--- src/sv/xtea_pkg.sv ---
`timescale 1ns / 1ps
`default_nettype none
// ----------------------------------------------------------------------------
// xtea_pkg
// Shared types, constants and the round mixing function of the XTEA block
// cipher unit.
// ----------------------------------------------------------------------------
package xtea_pkg;

  // Cipher constants.
  localparam logic [31:0] DELTA       = 32'h9E3779B9;
  localparam int unsigned ROUND_COUNT = 32;
  // Every round is split into two half-rounds, one pipeline stage each.
  localparam int unsigned NUM_STAGES  = 2 * ROUND_COUNT;
  localparam int unsigned KEY_WORDS   = 4;
  localparam int unsigned WORD_W      = 32;
  localparam int unsigned CFG_IDX_W   = 3;

  // Direction of one block.
  typedef enum logic {
    OP_ENCRYPT = 1'b0,
    OP_DECRYPT = 1'b1
  } op_e;

  typedef logic [WORD_W-1:0] word_t;
  typedef logic [KEY_WORDS-1:0][WORD_W-1:0] key_t;

  // One block in flight, with its direction.
  typedef struct packed {
    op_e   op;
    word_t w0;
    word_t w1;
  } blk_t;

  // Shift-xor-add mixing of one word.
  function automatic word_t mix(input word_t x);
    return ((x << 4) ^ (x >> 5)) + x;
  endfunction

endpackage
`default_nettype wire

--- src/sv/xtea_key_regs.sv ---
`timescale 1ns / 1ps
`default_nettype none
// ----------------------------------------------------------------------------
// xtea_key_regs
// Holds the four 32-bit key words written through the configuration port.
// Writes to an index past the last key word are dropped.
// ----------------------------------------------------------------------------
module xtea_key_regs (
  input  logic                              clk_i,
  input  logic                              rst_ni,
  input  logic                              cfg_we_i,
  input  logic [xtea_pkg::CFG_IDX_W-1:0]    cfg_idx_i,
  input  logic [xtea_pkg::WORD_W-1:0]       cfg_data_i,
  output xtea_pkg::key_t                    key_o
);
  import xtea_pkg::*;

  key_t key_q;

  // Decode the register index and load the addressed key word.
  always_ff @(posedge clk_i or negedge rst_ni) begin
    if (!rst_ni) begin
      key_q <= '0;
    end else if (cfg_we_i && (cfg_idx_i < CFG_IDX_W'(KEY_WORDS))) begin
      key_q[cfg_idx_i[1:0]] <= cfg_data_i;
    end
  end

  assign key_o = key_q;

endmodule
`default_nettype wire

--- config.mk ---
export PLATFORM = sky130hd
export DESIGN_NAME = xtea_key_regs
export DESIGN_NICKNAME = d
export VERILOG_FILES = /design/src/sv/xtea_pkg.sv /design/src/sv/xtea_key_regs.sv
export SDC_FILE = /design/constraint.sdc
export NUM_CORES = 1
export LEC_CHECK = 0
export ABC_AREA = 1
export BUFFER_PORTS_ARGS = -buffer_cell sky130_fd_sc_hd__buf_4
export CAP_MARGIN = 20
export CORE_ASPECT_RATIO = 1.5
export CORE_MARGIN = 2
export CORE_UTILIZATION = 30
export CTS_CLUSTER_DIAMETER = 80
export DETAILED_ROUTE_END_ITERATION = 8
export HOLD_SLACK_MARGIN = 0.1
export PLACE_DENSITY_LB_ADDON = 0.3
export SKIP_LAST_GASP = 1
export SYNTH_ARGS = -nofsm -noshare
export SYNTH_HDL_FRONTEND = slang
export SYNTH_SLANG_ARGS = --single-unit
--- constraint.sdc ---
create_clock -name clk_i -period 0.8 [get_ports clk_i]
set_input_delay 0.2 -clock clk_i [delete_from_list [all_inputs] [get_ports clk_i]]
set_output_delay 0.2 -clock clk_i [all_outputs]
set_load 0.03 [all_outputs]
==> flow_metrics.tcl <==
set metrics [dict create \
    synth_cells 562 \
    tns_ns -44.62 \
    diodes 0 \
    r2r-start "key_o[36]$_DFFE_PN0P_" \
    routed_via_density 4.61 \
    ys_seq_area_share_pct 62.5 \
    yosysTopAreaCell "dfrtp_1" \
    hold_ws_ns 0.233 \
    critPathLaunchType "flip-flop" \
    areaGrowthSynthToFinish_pct 68.3 \
    syn_nets 600 \
    yosysTopAreaCellShare_pct 62.5 \
    grt_remaining_overflow 0 \
    final_common_cell "nand2_1" \
    syn_area_mm2 0.00512 \
    synth.distinct_cells 13 \
    combPwrFrac_pct 33.6 \
    path_clk_slew_ns 0.06 \
    layout_common_cells "287 x nand2_1, 129 x buf_6, 128 x dfrtp_1" \
    ios 166 \
    intPower_mw 16.2 \
    ys_warn_count 0 \
    grt_max_degree 60 \
    slew_viol_final 0 \
    critPathCaptureType "primary output" \
    tightest_slew_ns 0.275 \
    cp.arrival_ns 0.97 \
    portBuffers 165 \
    drt_wl_total_um 17500 \
    powerDensity_mw_per_mm2 2850 \
    critPathSlowestCell "dfrtp_1" \
    drtAntennaViolNets 0 \
    final_cells 1055 \
    crit_path_cell_trace "buf_6" \
    fmax_mhz 853 \
    min_path_type "in -> async" \
    h-tree-depth 4 \
    wire_per_inst_um 16.6 \
    final-setup-viol-count 134 \
    fin_crit_sh_pct 147 \
    synth.avg_cell_area_um2 9.12 \
    first_pass_iters 4 \
    critical_path_required_ns 0.60 \
    place_inst 929 \
    switching_share_pct 34.2 \
    num_rows 58 \
    crit_start "key_o[55]$_DFFE_PN0P_" \
    critical_path_depth 1 \
    cts_tree "yes" \
    vias 4859 \
    drtIter0Drc 263 \
    largest_reg_flops 128 \
    crit_end "key_o[55]" \
    clkPwrFrac_pct 31.2 \
    path_max_fanout 2 \
    rsz0062_at_grt "true" \
    critPathTopFamily "flip-flops" \
    clock-sinks 128 \
    max_slew_margin_pct 81.7 \
    first_global_vias 4961 \
    max_cap_violations 0 \
    synth_area_leaders "dfrtp_1 63%, nand2_1 21%, nand3_1 9.4%, buf_6 2.0%, buf_4 1.6%" \
    grt_use_total_pct 19.4 \
    p_leak_nw 4.62 \
    drive_gt1_share_pct 35.4 \
    status "complete, but fails checks" \
    core_mm2 0.0168 \
    hold_viol_final 0 \
    peakVddDrop_mv 1.27 \
    path_class "reg -> out" \
    period_minus_slack_ns 1.17 \
    synth-seq-cells 128 \
    cp_slowest_stage_delay_ns 0.41 \
    worstSkewPairLatency_ns 0.41 \
    nets 870 \
    die_w_um 111 \
    p_sw_mw 8.43 \
    ctsRootBufferMaster "clkbuf_16" \
    p_seq_share_pct 35.2 \
    hpwl_um 11400 \
    clockBufferDepth 2 \
    utilization_pct 51.4 \
    rr_endpoint "key_o[36]$_DFFE_PN0P_" \
    initial_core_util_pct 30.6 \
    rrSetupSlack_ns -0.08 \
    dieArea_mm2 0.0182 \
    fp.dieH_um 164 \
    place_congestion 0.815 \
    drcViolationCount 0 \
    pre_cts_slack_ns -0.302 \
    violations "negative setup slack" \
    skew_ns 0 \
    antenna_found_initial 0 \
    setup_ws_ns -0.373 \
    grt_pass1_wl_um 27400 \
    rr_worst_depth 4 \
    numCtsBuffers 17 \
    path_buf_inv 1 \
]
-- power by group through the flow --
stage / clock network (mW) / logic (mW) / registers [mW]
after global routing: 8.11 / 8.80 / 8.76
after CTS: 7.83 / 7.91 / 8.64
after floorplan: 0 / 1.19 / 10.9
final: 7.68 / 8.28 / 8.66
after detailed placement: 0 / 6.60 / 8.51
after global placement: 0 / 6.53 / 8.51
-- cells by family after synthesis --
kind of cell	synth area share, %
AND/OR/NAND/NOR	32.2
buffers and inverters	5.25
flip-flops	62.5
-- synth_stat cells --
cell type  count
nand2_1      291
dfrtp_1      128
nand3_1       96
buf_2         11
buf_4         11
buf_6          9
inv_2          4
buf_1          3
nand2_2        3
nor2_4         3
inv_1          1
nor2_2         1
nor2_8         1
-- per-stage QoR --
stage | area [µm²] | power, mW
5_1_grt | 8620 | 25.7
6_report | 8620 | 24.6
4_1_cts | 8390 | 24.4
2_1_floorplan | 5150 | 12.1
3_5_place_dp | 6770 | 15.1
3_3_place_gp | 6770 | 15.0
-- timing repair --
item                                   4_1_cts  5_1_grt
hold buffers                                33        0
gates resized for setup                    128        3
pin swaps                                    0        1
buffers inserted                            31       30
endpoints found under the hold margin      256        0
setup endpoints to repair                  128      130
-- worst min path at each step --
stage | start | endpoint | slack (ns) | cells after the start
after floorplan | rst_ni | key_o[0]$_DFFE_PN0P_ | -0.1 | 0
after global placement | rst_ni | key_o[81]$_DFFE_PN0P_ | 0.10 | 1
after detailed placement | rst_ni | key_o[81]$_DFFE_PN0P_ | 0.1 | 1
after CTS | rst_ni | key_o[81]$_DFFE_PN0P_ | 0.22 | 2
after global routing | rst_ni | key_o[43]$_DFFE_PN0P_ | 0.24 | 2
final | rst_ni | key_o[81]$_DFFE_PN0P_ | 0.23 | 2
-- layer usage --
metal / GRT usage (%) / share of wire [%] / routed length, µm
met4: 6.48 / 1.6 / 284
met3: 4.46 / 5.1 / 899
met1: 22.4 / 39 / 6890
met5: 0 / 0 / 0
met2: 35.6 / 54 / 9460
-- area by class of cell --
class	count	area [µm²]
multi-input combinational	395	1670
inverter	5	23.8
timing repair buffer	285	2880
clock inverter	13	139
tap	210	263
sequential	128	3200
fill	1506	8140
clock buffer	19	443
(Power assumes the default switching activity.)
