## src/sv/xtea_pkg.sv

```systemverilog
`timescale 1ns / 1ps
`default_nettype none
// ----------------------------------------------------------------------------
// xtea_pkg
// Shared types, constants and the round mixing function of the XTEA block
// cipher unit.
// ----------------------------------------------------------------------------
package xtea_pkg;

  // Cipher constants.
  localparam logic [31:0] DELTA       = 32'h9E3779B9;
  localparam int unsigned ROUND_COUNT = 32;
  // Every round is split into two half-rounds, one pipeline stage each.
  localparam int unsigned NUM_STAGES  = 2 * ROUND_COUNT;
  localparam int unsigned KEY_WORDS   = 4;
  localparam int unsigned WORD_W      = 32;
  localparam int unsigned CFG_IDX_W   = 3;

  // Direction of one block.
  typedef enum logic {
    OP_ENCRYPT = 1'b0,
    OP_DECRYPT = 1'b1
  } op_e;

  typedef logic [WORD_W-1:0] word_t;
  typedef logic [KEY_WORDS-1:0][WORD_W-1:0] key_t;

  // One block in flight, with its direction.
  typedef struct packed {
    op_e   op;
    word_t w0;
    word_t w1;
  } blk_t;

  // Shift-xor-add mixing of one word.
  function automatic word_t mix(input word_t x);
    return ((x << 4) ^ (x >> 5)) + x;
  endfunction

endpackage
`default_nettype wire

```

## src/sv/xtea_out_buf.sv

```systemverilog
`timescale 1ns / 1ps
`default_nettype none
// ----------------------------------------------------------------------------
// xtea_out_buf
// Two-entry output buffer: an output register plus a skid register. The
// pipeline keeps moving while one finished word waits and halts only when
// both entries are taken.
// ----------------------------------------------------------------------------
module xtea_out_buf (
  input  logic                         clk_i,
  input  logic                         rst_ni,
  input  logic                         valid_i,
  input  xtea_pkg::blk_t               blk_i,
  output logic                         en_o,
  output logic                         out_valid_o,
  input  logic                         out_ready_i,
  output logic [xtea_pkg::WORD_W-1:0]  out_word0_o,
  output logic [xtea_pkg::WORD_W-1:0]  out_word1_o
);
  import xtea_pkg::*;

  logic  out_valid_q;
  logic  skid_valid_q;
  word_t out_w0_q;
  word_t out_w1_q;
  word_t skid_w0_q;
  word_t skid_w1_q;
  logic  push;
  logic  take;

  // Pipeline advances whenever the skid register is free.
  assign en_o = !skid_valid_q;
  assign push = en_o && valid_i;
  assign take = !out_valid_q || out_ready_i;

  // Control: the skid entry drains first so order is kept.
  always_ff @(posedge clk_i or negedge rst_ni) begin
    if (!rst_ni) begin
      out_valid_q  <= 1'b0;
      skid_valid_q <= 1'b0;
    end else if (take) begin
      out_valid_q  <= skid_valid_q || push;
      skid_valid_q <= 1'b0;
    end else if (push) begin
      skid_valid_q <= 1'b1;
    end
  end

  // Payload registers.
  always_ff @(posedge clk_i) begin
    if (take) begin
      if (skid_valid_q) begin
        out_w0_q <= skid_w0_q;
        out_w1_q <= skid_w1_q;
      end else begin
        out_w0_q <= blk_i.w0;
        out_w1_q <= blk_i.w1;
      end
    end else if (push) begin
      skid_w0_q <= blk_i.w0;
      skid_w1_q <= blk_i.w1;
    end
  end

  assign out_valid_o = out_valid_q;
  assign out_word0_o = out_w0_q;
  assign out_word1_o = out_w1_q;

endmodule
`default_nettype wire

```

## config.mk

```make
export PLATFORM = sky130hd
export DESIGN_NAME = xtea_out_buf
export DESIGN_NICKNAME = d
export VERILOG_FILES = /design/src/sv/xtea_pkg.sv /design/src/sv/xtea_out_buf.sv
export SDC_FILE = /design/constraint.sdc
export NUM_CORES = 1
export LEC_CHECK = 0
export ABC_AREA = 1
export BUFFER_PORTS_ARGS = -buffer_cell sky130_fd_sc_hd__buf_2
export CORE_MARGIN = 2
export CORE_UTILIZATION = 35
export DETAILED_ROUTE_END_ITERATION = 8
export PLACE_DENSITY = 0.68
export SYNTH_ARGS = -nofsm -noshare
export SYNTH_HDL_FRONTEND = slang
export SYNTH_SLANG_ARGS = --single-unit
```

## constraint.sdc

```tcl
create_clock -name clk_i -period 5.85 [get_ports clk_i]
set_input_delay 0.585 -clock clk_i [delete_from_list [all_inputs] [get_ports clk_i]]
set_output_delay 0.585 -clock clk_i [all_outputs]
set_load 0.02 [all_outputs]
```

==> results.cfg <==
[outcome]
status = completed

[final_layout]
drive_above_1_share = 0.326
num-fill-cells = 1245
seq_area_mm2 = 0.00389
syn_to_final_growth_pct = 27.4
n_antenna_cell = 0
stdcell_count = 673
fin_util = 0.458
nNetsFinal = 555
multi_input_area_um2 = 758

[sta]
clock.fmax_mhz = 359
hold_viol = 0
fin_skew_ns = 0.00600
timing.slew.headroom = 0.372
drv_slew = 0
rsz0062_at_grt = no
min_period_ns = 2.79
fin_setup_tns_ns = 0
finalSetupViolCount = 0
worst_pin_slew_ns = 0.942
min_period_over_period = 0.477

[global_routing]
antenna_found_initial = 1
grt_use_total = 0.137
grt_pass1_wl_mm = 15.0
grt_pass1_vias = 2999
grt_max_degree = 68
grt-ovfl-total = 0

[place]
dp_hpwl_mm = 5.86
numPortBuffers = 133
place.gp.congestion = 0.734
dp_cells = 642

[cts]
cts_sinks = 130
htreeDepth = 4
clk_path_buf_depth = 2
ctsResizeCount = 0
cts-root-buf = clkbuf_16
clk_latency_ns = 0.41
cts_tree = built
cts_made_buffers = 17
cts.clk_slew.worst_paths_ns = 0.05

[route]
drtPass1Iterations = 4
viasPerCell = 4.40
via_count = 2959
drt-initial-drc-count = 214
drt_wl_total_mm = 9.47
wl_per_cell_um = 14.1
drcViolationCount = 0
ant_nets = 0

[yosys]
synth_common_cells = nand2_1, edfxtp_1, buf_4
synth_area_leaders = edfxtp_1, nand2_1, buf_4
synth_area_mm2 = 0.00476
yosys_warnings = 0
avgSynthCellArea_um2 = 13.8
synth_largest_area_cell = edfxtp_1
syn_nets = 413
yosysSeqAreaShare = 0.819
synth_top_area_share = 0.808
synthCells = 344
yosysMostFrequentCell = nand2_1
synth-seq-cells = 130
synth_edf_count = 128
ys.flop_type = edfxtp_1
synth_cell_types = 9
async_flop_share = 0.0154

[setup_path]
crit_fanout = 67
crit_required_ns = 5.90
arrival_ns = 2.84
crit_chain = nand2_4 > nor2_4 > buf_4
critPathLaunchType = flip-flop
path_class = reg -> reg
cp_slowest_cell = nor2_4
r2r_cells = 3
critPathCaptureType = flip-flop
slowest_delay_ns = 0.93
critPathLaunch = out_valid_o
r2r_start = out_valid_o

[hold_path]
hp-class = in -> reg
hold_depth = 1
hp-start = blk_i[31]

[floorplanning]
die_area_mm2 = 0.0145
core_mm2 = 0.0132
ios = 135
initial_core_util = 0.359
rows = 42
die_y_um = 121
die_w_um = 121

[power]
power.density_mw_per_mm2 = 369
power.total_mw = 2.24
peakVddDrop_uv = 184
cellLeakagePower_nw = 2.62

[job]
maxCapViolations = 0
## cell type report
cell class,count,share of cell area
Tap cell,176,0.0363
Inverter,2,0.00124
Clock buffer,20,0.0720
Timing Repair Buffer,137,0.115
Multi-Input combinational cell,198,0.125
Clock inverter,10,0.00764
Sequential cell,130,0.643
## critical path: cells and delay by family (launching register included)
family                 cells  cell delay, ns
and+or+nand+nor            2            1.43
DFF                        1            0.39
buffers and inverters      1            0.55
## what timing repair did
item / CTS / global route
hold buffers: 1 / 0
endpoints found under the hold margin: 2 / 0
buffers inserted: 0 / 0
## metrics by stage
stage / hold WS (ns) / instance area, um^2 / setup slack (ns)
global route: 0.346 / 6060 / 2.76
detailed placement: 0.389 / 5570 / 2.57
CTS: 0.345 / 6060 / 2.93
global placement: 0.389 / 5570 / 2.67
finish: 0.368 / 6060 / 3.06
floorplan: 0.289 / 4760 / 0.417
## layout by cell type (no fill, tap or decap)
cell type	instances
buf_2	133
buf_4	3
clkbuf_1	3
clkbuf_16	17
clkinv_1	5
clkinv_2	4
clkinvlp_4	1
dfrtp_1	1
dfrtp_2	1
dlygate4sd3_1	1
edfxtp_1	128
inv_1	1
inv_2	1
nand2_1	194
nand2_4	1
nor2_1	2
nor2_4	1
## flip-flops by register name, indices dropped and copies added (netlist names)
signal	cells
skid_w1_q	32
skid_valid_q	1
out_word0_o	32
skid_w0_q	32
out_word1_o	32
out_valid_o	1
## kinds of logic (layout without fill, tap and decap cells)
group / after synthesis / in the layout / synth area share
buffers and inverters: 16 / 169 / 0.0252
flip-flops: 130 / 130 / 0.819
AND/OR/NAND/NOR: 198 / 198 / 0.156
## power by group
group	internal, mW	switching [mW]	leakage, nW	total, mW
Clock	0.524	0.355	0.237	0.879
Combinational	0.0684	0.160	1.13	0.228
Sequential	1.11	0.0179	1.26	1.13
## routing by layer
metal | up-vias | track usage | wire length, um
li1 | 1445 | - | -
met1 | 1385 | 0.170 | 4070
met2 | 106 | 0.214 | 4570
met3 | 21 | 0.0491 | 617
met4 | 2 | 0.0632 | 195
met5 | - | 0 | 12
## path summary, 6_finish.rpt
kind,endpoint,slack (ns)
max,skid_w1_q[19],3.06
min,skid_w1_q[31],0.37
max reg2reg,skid_w1_q[19],3.06
min reg2reg,out_word0_o[3],0.51
max in group asynchronous,skid_valid_q,5.22
min in group asynchronous,skid_valid_q,0.51
No activity file was read; power rests on OpenSTA's default activity.
