`config.mk`:
```
export PLATFORM = sky130hd
export DESIGN_NAME = xtea_round
export DESIGN_NICKNAME = d
export VERILOG_FILES = /design/src/sv/xtea_pkg.sv /design/src/sv/xtea_round.sv
export SDC_FILE = /design/constraint.sdc
export NUM_CORES = 1
export LEC_CHECK = 0
export BUFFER_PORTS_ARGS = -buffer_cell sky130_fd_sc_hd__buf_2
export CAP_MARGIN = 20
export CELL_PAD_IN_SITES_DETAIL_PLACEMENT = 0
export CELL_PAD_IN_SITES_GLOBAL_PLACEMENT = 2
export CORE_MARGIN = 2
export CORE_UTILIZATION = 31
export DETAILED_ROUTE_END_ITERATION = 12
export MAX_ROUTING_LAYER = met4
export PLACE_DENSITY = 0.92
export SYNTH_ARGS = -nofsm -noshare
export SYNTH_HDL_FRONTEND = slang
export SYNTH_SLANG_ARGS = --single-unit
```
`constraint.sdc`:
```
create_clock -name clk_i -period 0.88 [get_ports clk_i]
set_input_delay 0.176 -clock clk_i [delete_from_list [all_inputs] [get_ports clk_i]]
set_output_delay 0.176 -clock clk_i [all_outputs]
set_load 0.01 [all_outputs]
```
`src/sv/xtea_pkg.sv`:
```
`timescale 1ns / 1ps
`default_nettype none
// ----------------------------------------------------------------------------
// xtea_pkg
// Shared types, constants and the round mixing function of the XTEA block
// cipher unit.
// ----------------------------------------------------------------------------
package xtea_pkg;

  // Cipher constants.
  localparam logic [31:0] DELTA       = 32'h9E3779B9;
  localparam int unsigned ROUND_COUNT = 32;
  // Every round is split into two half-rounds, one pipeline stage each.
  localparam int unsigned NUM_STAGES  = 2 * ROUND_COUNT;
  localparam int unsigned KEY_WORDS   = 4;
  localparam int unsigned WORD_W      = 32;
  localparam int unsigned CFG_IDX_W   = 3;

  // Direction of one block.
  typedef enum logic {
    OP_ENCRYPT = 1'b0,
    OP_DECRYPT = 1'b1
  } op_e;

  typedef logic [WORD_W-1:0] word_t;
  typedef logic [KEY_WORDS-1:0][WORD_W-1:0] key_t;

  // One block in flight, with its direction.
  typedef struct packed {
    op_e   op;
    word_t w0;
    word_t w1;
  } blk_t;

  // Shift-xor-add mixing of one word.
  function automatic word_t mix(input word_t x);
    return ((x << 4) ^ (x >> 5)) + x;
  endfunction

endpackage
`default_nettype wire

```
`src/sv/xtea_round.sv`:
```
`timescale 1ns / 1ps
`default_nettype none
// ----------------------------------------------------------------------------
// xtea_round
// One half-round pipeline stage. Its round sum and key selection are fixed at
// elaboration for both directions; the direction of the word picks between
// them and decides which half of the block is updated.
// ----------------------------------------------------------------------------
module xtea_round #(
  parameter int unsigned STAGE = 0
) (
  input  logic            clk_i,
  input  logic            rst_ni,
  input  logic            en_i,
  input  logic            valid_i,
  input  xtea_pkg::blk_t  blk_i,
  input  xtea_pkg::key_t  key_i,
  output logic            valid_o,
  output xtea_pkg::blk_t  blk_o
);
  import xtea_pkg::*;

  // Round sum seen by this half-round in each direction.
  localparam int unsigned STEP     = (STAGE + 1) / 2;
  localparam bit          EVEN     = (STAGE % 2) == 0;
  localparam logic [63:0] ENC_PROD = 64'(STEP) * 64'(DELTA);
  localparam logic [63:0] DEC_PROD = 64'(ROUND_COUNT - STEP) * 64'(DELTA);
  localparam word_t       ENC_SUM  = ENC_PROD[31:0];
  localparam word_t       DEC_SUM  = DEC_PROD[31:0];
  // Encryption uses the low sum bits on its first half and bits 12:11 on its
  // second half; decryption runs the halves in the opposite order.
  localparam logic [1:0]  ENC_KIDX = EVEN ? ENC_SUM[1:0] : ENC_SUM[12:11];
  localparam logic [1:0]  DEC_KIDX = EVEN ? DEC_SUM[12:11] : DEC_SUM[1:0];

  logic  dec;
  logic  upd_w0;
  word_t src;
  word_t dst;
  word_t rsum;
  word_t f;
  word_t res;
  blk_t  blk_d;
  blk_t  blk_q;
  logic  valid_q;

  // Mix the source half, xor the keyed sum, add or subtract into the other.
  always_comb begin
    dec    = (blk_i.op == OP_DECRYPT);
    upd_w0 = EVEN ? !dec : dec;
    src    = upd_w0 ? blk_i.w1 : blk_i.w0;
    dst    = upd_w0 ? blk_i.w0 : blk_i.w1;
    rsum   = dec ? (DEC_SUM + key_i[DEC_KIDX]) : (ENC_SUM + key_i[ENC_KIDX]);
    f      = mix(src) ^ rsum;
    res    = dec ? (dst - f) : (dst + f);
    blk_d  = blk_i;
    if (upd_w0) begin
      blk_d.w0 = res;
    end else begin
      blk_d.w1 = res;
    end
  end

  // Valid bit travels with the word.
  always_ff @(posedge clk_i or negedge rst_ni) begin
    if (!rst_ni) begin
      valid_q <= 1'b0;
    end else if (en_i) begin
      valid_q <= valid_i;
    end
  end

  // Payload register.
  always_ff @(posedge clk_i) begin
    if (en_i) begin
      blk_q <= blk_d;
    end
  end

  assign valid_o = valid_q;
  assign blk_o   = blk_q;

endmodule
`default_nettype wire

```
==> summary.txt, run 1 <==
Outcome
  – Status: complete, but fails checks
  – Failing checks: setup timing

Power
  – VDD IR max: between 0.0015 and 0.002 V
  – PwrDens: around 2700 mW/mm²
  – Tot Pwr: 41.1 mW
  – Lkg Pwr: a little under 7 nW

Layout
  – Share of layout cells above drive strength 1: between 50% and 60%
  – Area of the multi-input gates: just under 0.008 mm²
  – Fillers: ~2,400
  – Final Net Count: 1,892
  – Cell area after layout: roughly 0.015 mm²
  – Reg area: around 0.0020 mm²
  – Layout area overhead: 71.1%

Yosys
  – Count of different cell masters after synthesis: just under 80
  – Synth area leader: edfxtp_1
  – Largest cells by area after synthesis: edfxtp_1 22%, xnor2_1 9.7%, ha_1 9.2%
  – Syn_area_per_cell: ~8.4 µm²
  – Mapped Cells: around 1,100
  – Mapped Nets: 1,323
  – Post-synth EDFFs: between 60 and 70
  – Synth cell count leaders: 98 x nand2_1, 98 x xnor2_1, 89 x a21oi_1
  – Synthesized area: roughly 0.0088 mm²
  – Synth Register Bits: 66
  – Ys Warns: 0
  – Register area share after synthesis: ~22%
  – Main flop type after synthesis: edfxtp_1
  – Top-area cell type share of the netlist area: about 22%
  – Post-synthesis async set-or-reset flop share: between 1.5 and 2%

Floorplan
  – Ports: around 260
  – Die width: 173 µm
  – Core Region: roughly 0.028 mm²
  – Die area: ~0.030 mm²
  – Overall die height: 173 µm
  – Row Count: between 60 and 70
  – Initial Util: approximately a third

CTS
  – TritonCTS Buffers: 9
  – CTS H-tree lvls: 3
  – Clock Tree Root: clkbuf_16
  – CTS sink count: 66
  – Clock tree from TritonCTS: built
  – Clock transition at path regs: roughly 0.060 ns
  – Clk_lat worst skew: 0.33 ns
  – Maximum buffer depth of the clock tree: 2

Global route
  – Busiest grt layer: met2
  – Global routing met3 resource utilization: under 10%
  – GR Util met1: 29.6%
  – Via count of the first global-routing pass: roughly 10,000
  – M2 GR Usage: between 30% and 40%
  – Largest net degree at the start of global routing: 35
  – Total GRT Usage: 21.5%
  – First-pass GRT wire length: 51,000 µm
  – Initial antenna violation count: 1
  – Grt total ovfl: 0

Worst setup path
  – WP depth: 30
  – Crit path max-delay cell type: fa_2
  – Worst path bufs/invs: 6
  – Crit path required time: 0.97 ns
  – Worst r2r dst: valid_o
  – Critical Path End: blk_o[58]
  – Worst r2r src: valid_o
  – Crit start category: primary input
  – FF-to-FF path depth: 2
  – Max FO, Critical Path: 6
  – Worst Path Arrival: around 5.3 ns
  – R2R Setup Slk: 0 ns
  – Critical Path End Type: flip-flop
  – CP max stage delay: approximately 0.36 ns
  – CP top delay family: compound AO/OA/AOI/OAI gates
  – Crit Path Class: in2reg
  – Critical Path Source: blk_i[64]

Route
  – Initial DRC Count: around 550
  – Drt total wl: between 30,000 and 40,000 µm
  – Via count: around 10,000
  – First drt pass iteration count: 5
  – DRC: 0
  – Avg WL per Cell: between 15 and 20 µm
  – Vias per Instance: 4.98
  – Number of routed nets with antenna violations: 0

STA
  – Final hold slack: approximately 0.089 ns
  – Slew Limit Fails: 0
  – Achievable clock frequency: 191 MHz
  – Number of hold violations in the final report: 0
  – Final Setup Violations: 131
  – Unrepaired setup endpoints after global routing: true
  – Setup ws final: -4.36 ns
  – Clock Skew: 0 ns
  – Tcrit/Tclk final: 595%
  – Fin crit period: around 5.2 ns
  – Worst slew margin: 49.0%
  – Worst-Margin Slew: 0.760 ns

Job
  – Max-Cap Viols: 0

Hold path
  – HP Class: in2reg
  – Hold Path Cell Cnt: 2
  – Min-delay src: valid_i

Placement
  – Port bufs: approximately 200
  – Dpl hpwl: 25,800 µm
  – Global placer's final weighted congestion: a little over 0.9
  – Dpl cell area: 0.0132 mm²
-- metrics by stage --
step / setup WS, ns / utilization (%) / TNS (ns) / instances
after floorplan: -5.16 / - / -258.72 / 1059
after global placement: -4.74 / 47.1 / -240.37 / 1953
after detailed placement: -4.93 / 47.1 / -247.29 / 1953
after CTS: -4.23 / 51.6 / -219.59 / 1999
after global routing: -4.59 / 54.2 / -238.47 / 2012
final: -4.36 / 54.2 / -224.99 / 2012
-- metal layers --
layer  up-vias  wire [µm]
li1       5041          -
met5         -          0
met4         0        667
met1      4678      15900
met2       257      15300
met3        41       1200
-- power by group --
group / internal [mW] / switching [mW] / total, mW
Clock: 2.17 / 1.26 / 3.43
Sequential: 5.02 / 0.225 / 5.25
Combinational: 16.6 / 15.9 / 32.5
-- cell type report --
type / count / share of cell area (%)
Timing Repair Buffer: 603 / 28.7
Antenna cell: 1 / 0.0165
Multi-Input combinational cell: 912 / 52.4
Tap cell: 378 / 3.12
Inverter: 36 / 0.909
Clock buffer: 12 / 1.56
Clock inverter: 4 / 0.281
Sequential cell: 66 / 13.1
-- state kept, by name (all words and copies together) (netlist names) --
name     flops
blk_o       65
valid_o      1
-- timing repair --
action / in CTS / in global routing
endpoints found under the setup margin: 130 / 131
gates resized for setup: 158 / 131
buffers inserted: 29 / 20
hold buffers: 1 / 0
hold endpoints to repair: 1 / 0
cloned: 3 / 0
pin swaps: 80 / 66
-- cells in the final DEF (no fill, tap or decap), types with 16 or more instances in the layout --
cell / netlist / final
buf_4: 0 / 362
buf_2: 6 / 196
nand2_1: 98 / 83
edfxtp_1: 65 / 65
xnor2_1: 98 / 64
a21oi_1: 89 / 56
ha_1: 65 / 54
nor2_1: 62 / 51
xor2_1: 53 / 45
o21ai_1: 1 / 35
a21o_1: 33 / 33
inv_1: 36 / 33
mux2_2: 37 / 32
buf_6: 2 / 30
xnor2_2: 1 / 26
a21oi_2: 0 / 24
o21bai_1: 25 / 24
o21ai_0: 76 / 20
nand3_1: 22 / 19
nor3_1: 24 / 19
o21ai_2: 1 / 19
nor2b_1: 23 / 16
a31oi_1: 20 / 16
-- worst min-delay path by stage --
stage	to	slack, ns
final	valid_o	0.09
after global routing	valid_o	0.09
after CTS	valid_o	0.08
after detailed placement	valid_o	-0.05
after global placement	valid_o	-0.05
after floorplan	valid_o	-0.12
-- kinds of logic (layout without fill, tap and decap cells) --
family	after synthesis	in the layout	share of synthesized area [%]
buffers and inverters	81	655	3.69
and+or+nand+nor	311	311	17.8
AOI/OAI and AO/OA	322	322	23.2
muxes	54	54	6.78
other	0	1	0
adders and majority gates	68	68	9.76
xor gates and xnor gates	157	157	16.4
DFF	66	66	22.3
No activity file was read; power rests on OpenSTA's default activity.
==> inputs of run 2 (changes only) <==
CTS_BUF_LIST = sky130_fd_sc_hd__clkbuf_8   (was not set)
==> run 2 against run 1 <==
  * Largest power group unchanged
  * First-iteration DRC count shrank 5.5%
  * Non-clock buffer count grew 8
  * Critical path depth fell by 2
  * Wire length is 2.2% lower
  * Clock skew did not move
  * Critical endpoint is now blk_o[63]
  * Sequential cell count is the same
  * The run still ends with setup timing left
  * Hold slack worse by 0.032 ns
  * Combinational power is 3% lower
  * Sequential share of layout area up 0.15 points
==> summary.txt, run 2 (synthesis results as in run 1) <==
Placement
  – Global placer's final weighted congestion: between 0.9 and 1
  – Setup WS pre-CTS: -4.93 ns
  – Port bufs: a little under 200
  – Dpl hpwl: around 26,000 µm
  – Dpl cell area: approximately 0.013 mm²
  – Post-Place Cells: 1,953

Power
  – VDD IR max: ~0.0011 V
  – Lkg Pwr: around 6.9 nW
  – PwrDens: 2620 mW/mm²

Layout
  – Commonest non-fill, non-tap cell in the layout: buf_4
  – Share of layout cells above drive strength 1: between 50% and 60%
  – Commonest cells after routing, fill and taps aside: 382 x buf_4, 196 x buf_2, 88 x nand2_1, 65 x edfxtp_1, 64 x xnor2_1
  – Finished Layout Cells: 2,021
  – Fillers: 2,490
  – Final Net Count: between 1,500 and 2,000
  – Layout area overhead: 69.1%
  – Cell area after layout: about 0.015 mm²
  – Max FFs per register: 65

CTS
  – Clock transition at path regs: 0.08 ns
  – Clock Tree Root: clkbuf_8
  – Clock tree from TritonCTS: built
  – CTS sink count: between 60 and 70
  – Clk_lat worst skew: between 0.3 and 0.4 ns
  – Maximum buffer depth of the clock tree: 2
  – CTS H-tree lvls: 3
  – TritonCTS Buffers: 9

Global route
  – Largest net degree at the start of global routing: 35
  – Initial antenna violation count: 2
  – Grt total ovfl: 0
  – Via count of the first global-routing pass: between 9,000 and 10,000
  – First-pass GRT wire length: between 50,000 and 60,000 µm
  – Total GRT Usage: 21.3%

STA
  – Clock Skew: 0 ns
  – Worst-Margin Slew: 0.776 ns
  – Unrepaired setup endpoints after global routing: true
  – Fin crit period: 5.23 ns
  – Tcrit/Tclk final: 594%
  – Number of hold violations in the final report: 0
  – Final hold slack: approximately 0.057 ns
  – Slew Limit Fails: 0
  – Final Setup Violations: 131
  – Worst slew margin: 47.9%
  – Setup ws final: -4.35 ns
  – Achievable clock frequency: 191 MHz

Route
  – First drt pass iteration count: 6
  – Vias per Instance: between 4 and 5
  – DRC: 0
  – Initial DRC Count: 519
  – Via count: about 10,000
  – Avg WL per Cell: roughly 16 µm
  – Drt total wl: about 32,000 µm
  – Number of routed nets with antenna violations: 0

Worst setup path
  – Crit path required time: 1.10 ns
  – Crit start category: primary input
  – Worst r2r dst: valid_o
  – R2R Setup Slk: -0.01 ns
  – Worst r2r src: valid_o
  – Worst Path Arrival: 5.44 ns
  – Crit Path Class: in2reg
  – FF-to-FF path depth: 2
  – Critical Path End Type: flip-flop
  – Max FO, Critical Path: 4

Job
  – Max-Cap Viols: 0

Floorplan
  – Ports: roughly 260
  – Overall die height: roughly 170 µm
  – Row Count: a little over 60
  – Core Region: about 0.028 mm²
  – Die width: roughly 170 µm
  – Initial Util: between 30% and 40%
  – Die area: between 0.02 and 0.03 mm²

Hold path
  – Hold Path Sink: valid_o
  – Hold Path Cell Cnt: 2
  – HP Class: in2reg
  – Min-delay src: valid_i

Outcome
  – Status: complete, but fails checks
  – Failing checks: setup timing
[run 2: changes by cell type in the layout (fill, tap and decap cells not counted), sizes merged]
cell / change
buf: +8
clkbuf: -3
inv: +3
diode: +1
[run 2: timing repair]
item	CTS	global route
resized for setup	153	101
pin swaps	58	66
endpoints found under the setup margin	130	131
cloned	3	0
endpoints found under the hold margin	1	0
hold buffers	1	0
setup buffers	26	28
[run 2: how the worst max path moves through the flow]
| stage | endpoint | start | slack [ns] | depth (start not counted) |
|---|---|---|---|---|
| finish | blk_o[63] | blk_i[5] | -4.35 | 28 |
| global route | blk_o[63] | blk_i[64] | -4.59 | 31 |
| CTS | blk_o[63] | blk_i[5] | -4.20 | 27 |
| detailed placement | blk_o[63] | blk_i[64] | -4.93 | 26 |
| global placement | blk_o[63] | blk_i[64] | -4.74 | 27 |
| floorplan | blk_o[63] | blk_i[64] | -5.16 | 33 |
[run 2: power by group]
part / leakage (nW) / internal (mW) / switching [mW]
sequential: 0.646 / 5.01 / 0.225
combinational: 6.15 / 16.3 / 15.2
clock: 0.102 / 1.25 / 1.16
[run 2: final cells by class]
| type | count | area [µm²] | share of cell area (%) |
|---|---|---|---|
| Tap cell | 378 | 473 | 3.16 |
| Antenna cell | 2 | 5.00 | 0.0335 |
| Sequential cell | 66 | 1980 | 13.2 |
| Inverter | 36 | 138 | 0.920 |
| Multi-Input combinational cell | 912 | 7840 | 52.4 |
| Clock inverter | 7 | 53.8 | 0.360 |
| Timing Repair Buffer | 611 | 4350 | 29.1 |
| Clock buffer | 9 | 124 | 0.828 |
[run 2: per-layer routing]
metal | GRT usage (%) | wire, µm | up-vias
li1 | - | - | 5072
met1 | 29.1 | 15500 | 4650
met2 | 33.0 | 14700 | 270
met3 | 2.62 | 1380 | 48
met4 | 6.43 | 728 | 0
met5 | - | 0 | -
[run 2: per-stage QoR]
stage                     power, mW  TNS (ns)  utilization [%]
after floorplan                19.4   -258.72                -
final                          39.1   -221.69             53.6
after detailed placement       30.1   -247.29             47.1
after CTS                      35.6   -216.19             51.1
after global placement         29.7   -240.37             47.1
after global routing           41.9   -234.75             53.6
[run 2: worst max-delay path, cell delays in order]
cell and delay (ns):
buf_6 0.09, nor2b_4 0.11, nand2b_4 0.16, ha_4 0.17, fa_2 0.34, a21o_1 0.18
a41o_1 0.26, o31a_1 0.37, a31oi_4 0.22, buf_6 0.13, o31a_1 0.24, xnor2_1 0.14
buf_4 0.15, and4_4 0.26, a31oi_4 0.08, xor2_1 0.16, ha_1 0.33, and3_4 0.20
nand4_1 0.17, buf_4 0.20, o31ai_4 0.27, a41oi_2 0.18, a21oi_2 0.17, o22a_1 0.22
buf_4 0.13, a21o_1 0.09, nand3_1 0.07, o211ai_1 0.16
